`config.mk`:
```
export PLATFORM = sky130hd
export DESIGN_NAME = ckx_ctrl
export DESIGN_NICKNAME = d
export VERILOG_FILES = /design/src/sv/ckx_pkg.sv /design/src/sv/ckx_ctrl.sv
export SDC_FILE = /design/constraint.sdc
export NUM_CORES = 1
export LEC_CHECK = 0
export BUFFER_PORTS_ARGS = -buffer_cell sky130_fd_sc_hd__buf_2
export CAP_MARGIN = 5
export CELL_PAD_IN_SITES_DETAIL_PLACEMENT = 0
export CELL_PAD_IN_SITES_GLOBAL_PLACEMENT = 1
export CORE_UTILIZATION = 34
export DETAILED_ROUTE_END_ITERATION = 6
export PLACE_DENSITY_LB_ADDON = 0.1
export SLEW_MARGIN = 20
export SYNTH_ARGS = -nofsm -noshare
export SYNTH_HDL_FRONTEND = slang
export SYNTH_SLANG_ARGS = --single-unit
```
`constraint.sdc`:
```
create_clock -name clk -period 1.4 [get_ports clk]
set_input_delay 0.21 -clock clk [delete_from_list [all_inputs] [get_ports clk]]
set_output_delay 0.21 -clock clk [all_outputs]
set_load 0.05 [all_outputs]
```
`src/sv/ckx_pkg.sv`:
```
// Shared types, constants and round functions for the ChaCha keystream XOR block.
package ckx_pkg;

    localparam int WORD_W     = 32;
    localparam int NUM_WORDS  = 16;
    localparam int BLOCK_W    = WORD_W * NUM_WORDS;
    localparam int REG_W      = 64;
    localparam int ROUNDS_W   = 5;
    localparam int HALF_CNT_W = ROUNDS_W + 1;
    localparam int CFG_IDX_W  = 2;

    localparam logic [ROUNDS_W-1:0] ROUNDS_RESET = ROUNDS_W'(8);

    // Configuration register indexes.
    localparam logic [CFG_IDX_W-1:0] CFG_KEY_LOW  = CFG_IDX_W'(0);
    localparam logic [CFG_IDX_W-1:0] CFG_KEY_HIGH = CFG_IDX_W'(1);
    localparam logic [CFG_IDX_W-1:0] CFG_NONCE    = CFG_IDX_W'(2);
    localparam logic [CFG_IDX_W-1:0] CFG_ROUNDS   = CFG_IDX_W'(3);

    typedef logic [WORD_W-1:0]                word_t;
    typedef logic [NUM_WORDS-1:0][WORD_W-1:0] block_t;
    typedef logic [3:0][WORD_W-1:0]           quad_t;

    // "expand 16-byte k"
    localparam word_t SIGMA0 = 32'h6170_7865;
    localparam word_t SIGMA1 = 32'h3120_646e;
    localparam word_t SIGMA2 = 32'h7962_2d36;
    localparam word_t SIGMA3 = 32'h6b20_6574;

    // Commands from the controller to the datapath.
    typedef struct packed {
        logic load;    // take the input word and set up the working state
        logic round;   // apply one half double round
        logic diag;    // diagonal round when set, column round otherwise
        logic finish;  // add the start state, XOR and present the result
    } ckx_cmd_t;

    // Status from the datapath to the controller.
    typedef struct packed {
        logic out_free;  // the output register can take a new result
    } ckx_stat_t;

    function automatic word_t rotl(input word_t v, input int unsigned n);
        return (v << n) | (v >> (WORD_W - n));
    endfunction

    // q[0]..q[3] are a, b, c, d.
    function automatic quad_t quarter_round(input quad_t q);
        word_t a;
        word_t b;
        word_t c;
        word_t d;
        a = q[0];
        b = q[1];
        c = q[2];
        d = q[3];
        a = a + b; d = rotl(d ^ a, 16);
        c = c + d; b = rotl(b ^ c, 12);
        a = a + b; d = rotl(d ^ a, 8);
        c = c + d; b = rotl(b ^ c, 7);
        return {d, c, b, a};
    endfunction

    function automatic block_t init_state(input logic [REG_W-1:0] key_low,
                                          input logic [REG_W-1:0] key_high,
                                          input logic [REG_W-1:0] nonce,
                                          input logic [REG_W-1:0] ctr);
        block_t s;
        s[0]  = SIGMA0;
        s[1]  = SIGMA1;
        s[2]  = SIGMA2;
        s[3]  = SIGMA3;
        s[4]  = key_low[31:0];
        s[5]  = key_low[63:32];
        s[6]  = key_high[31:0];
        s[7]  = key_high[63:32];
        s[8]  = key_low[31:0];
        s[9]  = key_low[63:32];
        s[10] = key_high[31:0];
        s[11] = key_high[63:32];
        s[12] = ctr[31:0];
        s[13] = ctr[63:32];
        s[14] = nonce[31:0];
        s[15] = nonce[63:32];
        return s;
    endfunction

endpackage

```
`src/sv/ckx_ctrl.sv`:
```
// Controller state machine: sequences load, half double rounds and the final add.
module ckx_ctrl (
    input  logic                                  clk,
    input  logic                                  rst_n,
    input  logic                                  s_tvalid,
    output logic                                  s_tready,
    input  logic [ckx_pkg::ROUNDS_W-1:0]          rounds,
    input  ckx_pkg::ckx_stat_t                    stat,
    output ckx_pkg::ckx_cmd_t                     cmd
);
    import ckx_pkg::*;

    typedef enum logic [1:0] {
        ST_IDLE,
        ST_ROUND,
        ST_FINISH
    } state_t;

    state_t                  state_reg;
    state_t                  state_next;
    logic [HALF_CNT_W-1:0]   half_cnt_reg;
    logic [HALF_CNT_W-1:0]   half_cnt_next;
    logic [HALF_CNT_W-1:0]   half_total;

    // Odd round counts round up to the next even count of half rounds.
    assign half_total = HALF_CNT_W'(rounds) + HALF_CNT_W'(rounds[0]);

    always_comb
    begin
        state_next    = state_reg;
        half_cnt_next = half_cnt_reg;
        cmd           = '0;
        s_tready      = 1'b0;
        unique case (state_reg)
            ST_IDLE:
            begin
                s_tready = 1'b1;
                if (s_tvalid)
                begin
                    cmd.load      = 1'b1;
                    half_cnt_next = half_total;
                    state_next    = (half_total == '0) ? ST_FINISH : ST_ROUND;
                end
            end
            ST_ROUND:
            begin
                // The count starts even, so an even remainder means a column round.
                cmd.round     = 1'b1;
                cmd.diag      = half_cnt_reg[0];
                half_cnt_next = half_cnt_reg - HALF_CNT_W'(1);
                if (half_cnt_reg == HALF_CNT_W'(1))
                begin
                    state_next = ST_FINISH;
                end
            end
            ST_FINISH:
            begin
                if (stat.out_free)
                begin
                    cmd.finish = 1'b1;
                    state_next = ST_IDLE;
                end
            end
            default:
            begin
                state_next = ST_IDLE;
            end
        endcase
    end

    always_ff @(posedge clk or negedge rst_n)
    begin
        if (!rst_n)
        begin
            state_reg    <= ST_IDLE;
            half_cnt_reg <= '0;
        end
        else
        begin
            state_reg    <= state_next;
            half_cnt_reg <= half_cnt_next;
        end
    end

endmodule

```
== Yosys cells after proc, flatten, opt, wreduce, memory -nomap -nowiden ==
Index checks and enable logic that the tools add are counted.

* $add $sub $neg: 2
* Equal/unequal tests: 6
* Mux-type cells: 13
* Reduce and logical (&&, ||, !) cells: 5

{| class="wikitable"
|+ Operators with widths
! kind !! count
|-
| case mux 6 bit (2 select lines) || 1
|-
| 2-to-1 mux 2 bit || 5
|-
| adder 5 x 1 -> 6 bit || 1
|-
| == test 6 x 1 -> 1 bit, second input constant || 1
|-
| zero test 6 bit || 1
|-
| 2-to-1 mux 6 bit || 1
|-
| != test 2 bit, second input constant || 3
|-
| case mux 2 bit (3 select lines) || 1
|-
| subtractor 6 x 1 -> 6 bit, second input constant || 1
|-
| 2-to-1 mux 1 bit || 5
|-
| AND reduction 3 bit || 1
|-
| == test 2 x 1 -> 1 bit, second input constant || 1
|-
| == test 2 bit, second input constant || 1
|-
| zero test 2 bit || 1
|-
| AND reduction 2 bit || 1
|-
| nonzero test 2 bit || 1
|}

* Register bits: 8
* Input bits: 9
* Output and inout bits: 5
* Word-level logic and storage cells: 28

== Logic depth before layout (Yosys ltp) ==
* Depth after elaboration: 5
* Mapped depth: 6
* Gate-level depth less buffers: 5

== Least setup slack after synthesis ==
OpenSTA, ideal clock, no wires.

* Path type: register to register
* From: reg state_reg[0]
* To: reg state_reg[0]
* Setup time: 0.065 ns
* Data arrival time: 2.036 ns
* Required time: 1.335 ns
* Path slack: -0.701 ns
* Stages on the path, launching flop included: 5
* Path buffers: 1
* Clock period less this slack: 2.101 ns
* Cell sequence: dfrtp_1 buf_2 nor2_1 and2_1 a21bo_2

* Longest elaborated chain between the ends: 3
* Elaborated cells between the ends (all ways): 8
* Classes of those cells: 5 x eq/ne; 1 x mux; 2 x reduce/logical

{| class="wikitable"
|+ RTL lines
! element !! line !! RTL
|-
| start: declaration || ckx_ctrl.sv:19 || <nowiki>state_t state_reg;</nowiki>
|-
| start signal: assignment || ckx_ctrl.sv:80 || <nowiki>state_reg <= state_next;</nowiki>
|-
| == test 2 x 1 -> 1 bit, or another cell as far along || ckx_ctrl.sv:34 || <nowiki>unique case (state_reg)</nowiki>
|-
| != test 2 bit (no line) || - ||
|-
| AND reduction 3 bit (no line) || - ||
|}

Parallel ways exist; a longest one is shown, timed or not.
A chain may end at the register's enable or synchronous reset.

==> results by group <==
GRT
  • Vias in the first global route: about 530
  • GRT overflow: 0
  • Gr usage total: 0.169
  • First-pass GRT wire length: 2.33 mm
  • Largest net degree at the start of global routing: 9
  • Initial antenna violation count: 0

CTS
  • Clock tree buffer depth: 2
  • CTS tree: built
  • Clock buffer count from CTS: 3
  • H-tree lvl count: 1
  • CTS sink cnt: 8
  • Clock Latency Late Sink: roughly 0.26 ns
  • Clock root cell: clkbuf_4
  • Clock-pin slew on the worst setup and hold paths: 0.05 ns

Worst setup path
  • CP max stage delay: 0.48 ns
  • Slowest cell on the critical path: dfrtp_2
  • CP delay by family, top: flip-flops
  • Crit. End Element: primary output
  • Crit path launch type: flip-flop
  • Flop-to-flop setup slack: about 0.016 ns
  • Reg2reg path depth: 4
  • Worst setup path start: state_reg[0]$_DFFE_PN0P_
  • CP cell instances: nor2_4 > and2_4 > buf_8
  • WP depth: 3
  • Critical path type: flip-flop to primary output
  • Crit path buffers/inverters: 1
  • Arrival @ worst endpoint: ~1.2 ns
  • WP data required: approximately 1.2 ns
  • RR Endpoint: half_cnt_reg[5]$_DFFE_PN0P_
  • Max FO, Critical Path: 7
  • Setup crit end: cmd[3]
  • R2r startpoint: half_cnt_reg[2]$_DFFE_PN0P_

Layout
  • Area added between synthesis and finish: 40.3%
  • Largest register FFs: 6
  • Layout Cells excl Fill: 110
  • Most frequent cells in the layout: buf_4 (11), buf_2 (9), dfrtp_1 (7), nor2_1 (6)
  • Nets@finish: 108
  • Ratio of cells with drive above 1 in the final layout: 0.415
  • # fillers: ~170
  • Commonest non-fill, non-tap cell in the layout: buf_4
  • N_diodes: 0

Floorplan
  • Area of the die: 1930 um^2
  • Core box area: 1580 um^2
  • Die W: 44.0 um
  • Row cnt: 14
  • I/O pin cnt: 14
  • Die extent in y: about 44 um
  • Starting Density: 0.380

Yosys
  • #FFs+latches synth: 8
  • Cells after Synth: 68
  • Sequential fraction of the synthesis area: 0.334
  • Synthesis Warnings: 0
  • Share of the synthesized area in the top cell type: 0.334
  • Dominant cells by area after synthesis: dfrtp_1 (33%), ha_1 (6.3%), nor2_1 (5.0%)
  • Syn_nets: 80
  • Avg Synthesized Cell Area: 8.81 um^2
  • Post-synth top area cell: dfrtp_1
  • Synthesized cell area: around 600 um^2
  • Post-synth EDFFs: 0
  • Top_reg_cell synth: dfrtp_1
  • Asr flop ratio synth: 1.00
  • Post-synth cell types: 31

Timing
  • Slew @ Worst Pin: between 0.2 and 0.3 ns
  • Max-slew violations: 0
  • Final Hold Vio Count: 0
  • Final setup fails: 0
  • Slew HR: 0.809
  • Final Cycle Share: 0.988
  • RSZ-0062 raised after global routing: yes
  • Final Skew: 0.000591 ns
  • Minimum clock period: between 1 and 1.5 ns
  • Total negative setup slack: 0 ns
  • Fmax: ~720 MHz

Routing
  • DR DRC count: 0
  • Vias: 578
  • Post-route ant nets: 0
  • Iter 0 DRT Violations: 10
  • Routed WL: ~1.4 mm
  • Vias per inst: between 5 and 6
  • First drt pass iteration count: 6
  • Wire per inst: 13.0 um

Pwr
  • Lkg Pwr: around 0.39 nW
  • Max IR drop VDD: 0.980 mV
  • Power Density: about 2300 nW/um^2

Place
  • Port Buffers: 13
  • Inst Count DP: 100
  • HPWL Detailed: 1.08 mm
  • Routability cong.: approximately 0.75

Run status
  • Status: completed

Flow run
  • MaxCap Viol Count: 0

Hold path
  • Hold Crit Class: primary input to flip-flop
## layout make-up
cell class	count	area, um^2	area share
timing repair buffer	25	186	0.222
tap	16	20.0	0.0238
clock buffer	3	22.5	0.0268
inverter	4	18.8	0.0223
sequential	8	201	0.240
multi-input combinational	54	392	0.466
## tightest hold or removal path: cells and delay by family
kind                   cells  cell delay [ns]
AOI/OAI and AO/OA          2             0.10
buffers and inverters      1             0.08
and+or+nand+nor            1             0.06
## routing by layer
layer | global-route usage | vias up | routed length [um]
met5 | 0 | - | 0
met4 | 0.0727 | 0 | 16
met3 | 0.0500 | 3 | 52
met2 | 0.236 | 12 | 610
met1 | 0.240 | 263 | 750
li1 | - | 300 | -
## per-stage QoR
stage | utilization | area, um^2 | hold WS (ns) | total power, mW | setup WS (ns)
floorplan | - | 616 | -0.0856 | 1.25 | 0.00755
global placement | 0.462 | 728 | 0.0640 | 1.53 | 0.0494
detailed placement | 0.462 | 728 | 0.0650 | 1.54 | 0.0282
CTS | 0.517 | 815 | 0.224 | 1.87 | 0.0102
global route | 0.533 | 841 | 0.275 | 2.08 | -0.0398
finish | 0.533 | 841 | 0.229 | 1.94 | 0.0164
## timing repair
item / in CTS / in global routing
setup endpoints to repair: 4 / 6
pin swaps: 0 / 2
buffers inserted: 3 / 3
hold endpoints to repair: 8 / 0
hold buffers: 1 / 0
resized for setup: 10 / 1
## cell families (layout without fill, tap and decap cells)
logic type | Yosys count | in the layout | share of synthesized area
adders and majority gates | 3 | 3 | 0.0626
muxes | 1 | 1 | 0.0167
and+or+nand+nor | 28 | 28 | 0.269
buffers and inverters | 6 | 32 | 0.0417
xor gates and xnor gates | 3 | 3 | 0.0438
AOI/OAI and AO/OA | 19 | 19 | 0.232
DFF | 8 | 8 | 0.334
## synthesized netlist by cell type (all sizes together), types with 2 or more instances
library cell,count
buf,2
o21bai,2
and2,2
nor3,2
inv,4
nand4,2
xnor2,2
nand3,3
nand2,5
o21ai,3
ha,3
a21oi,5
nand2b,2
nor2,8
dfrtp,8
## worst min path at each step
stage,startpoint,endpoint,cells past startpoint
floorplan,rst_n,half_cnt_reg[0]$_DFFE_PN0P_,0
global placement,rst_n,half_cnt_reg[0]$_DFFE_PN0P_,1
detailed placement,rst_n,half_cnt_reg[3]$_DFFE_PN0P_,1
CTS,stat,state_reg[1]$_DFFE_PN0P_,4
global route,s_tvalid,state_reg[1]$_DFFE_PN0P_,3
finish,stat,state_reg[1]$_DFFE_PN0P_,4
## power breakdown
| group | internal (mW) | leakage [nW] | switching [mW] |
|---|---|---|---|
| clock | 0.0985 | 0.0138 | 0.0851 |
| combinational | 0.609 | 0.282 | 0.653 |
| sequential | 0.349 | 0.0906 | 0.141 |
No activity file was read; power rests on OpenSTA's default activity.
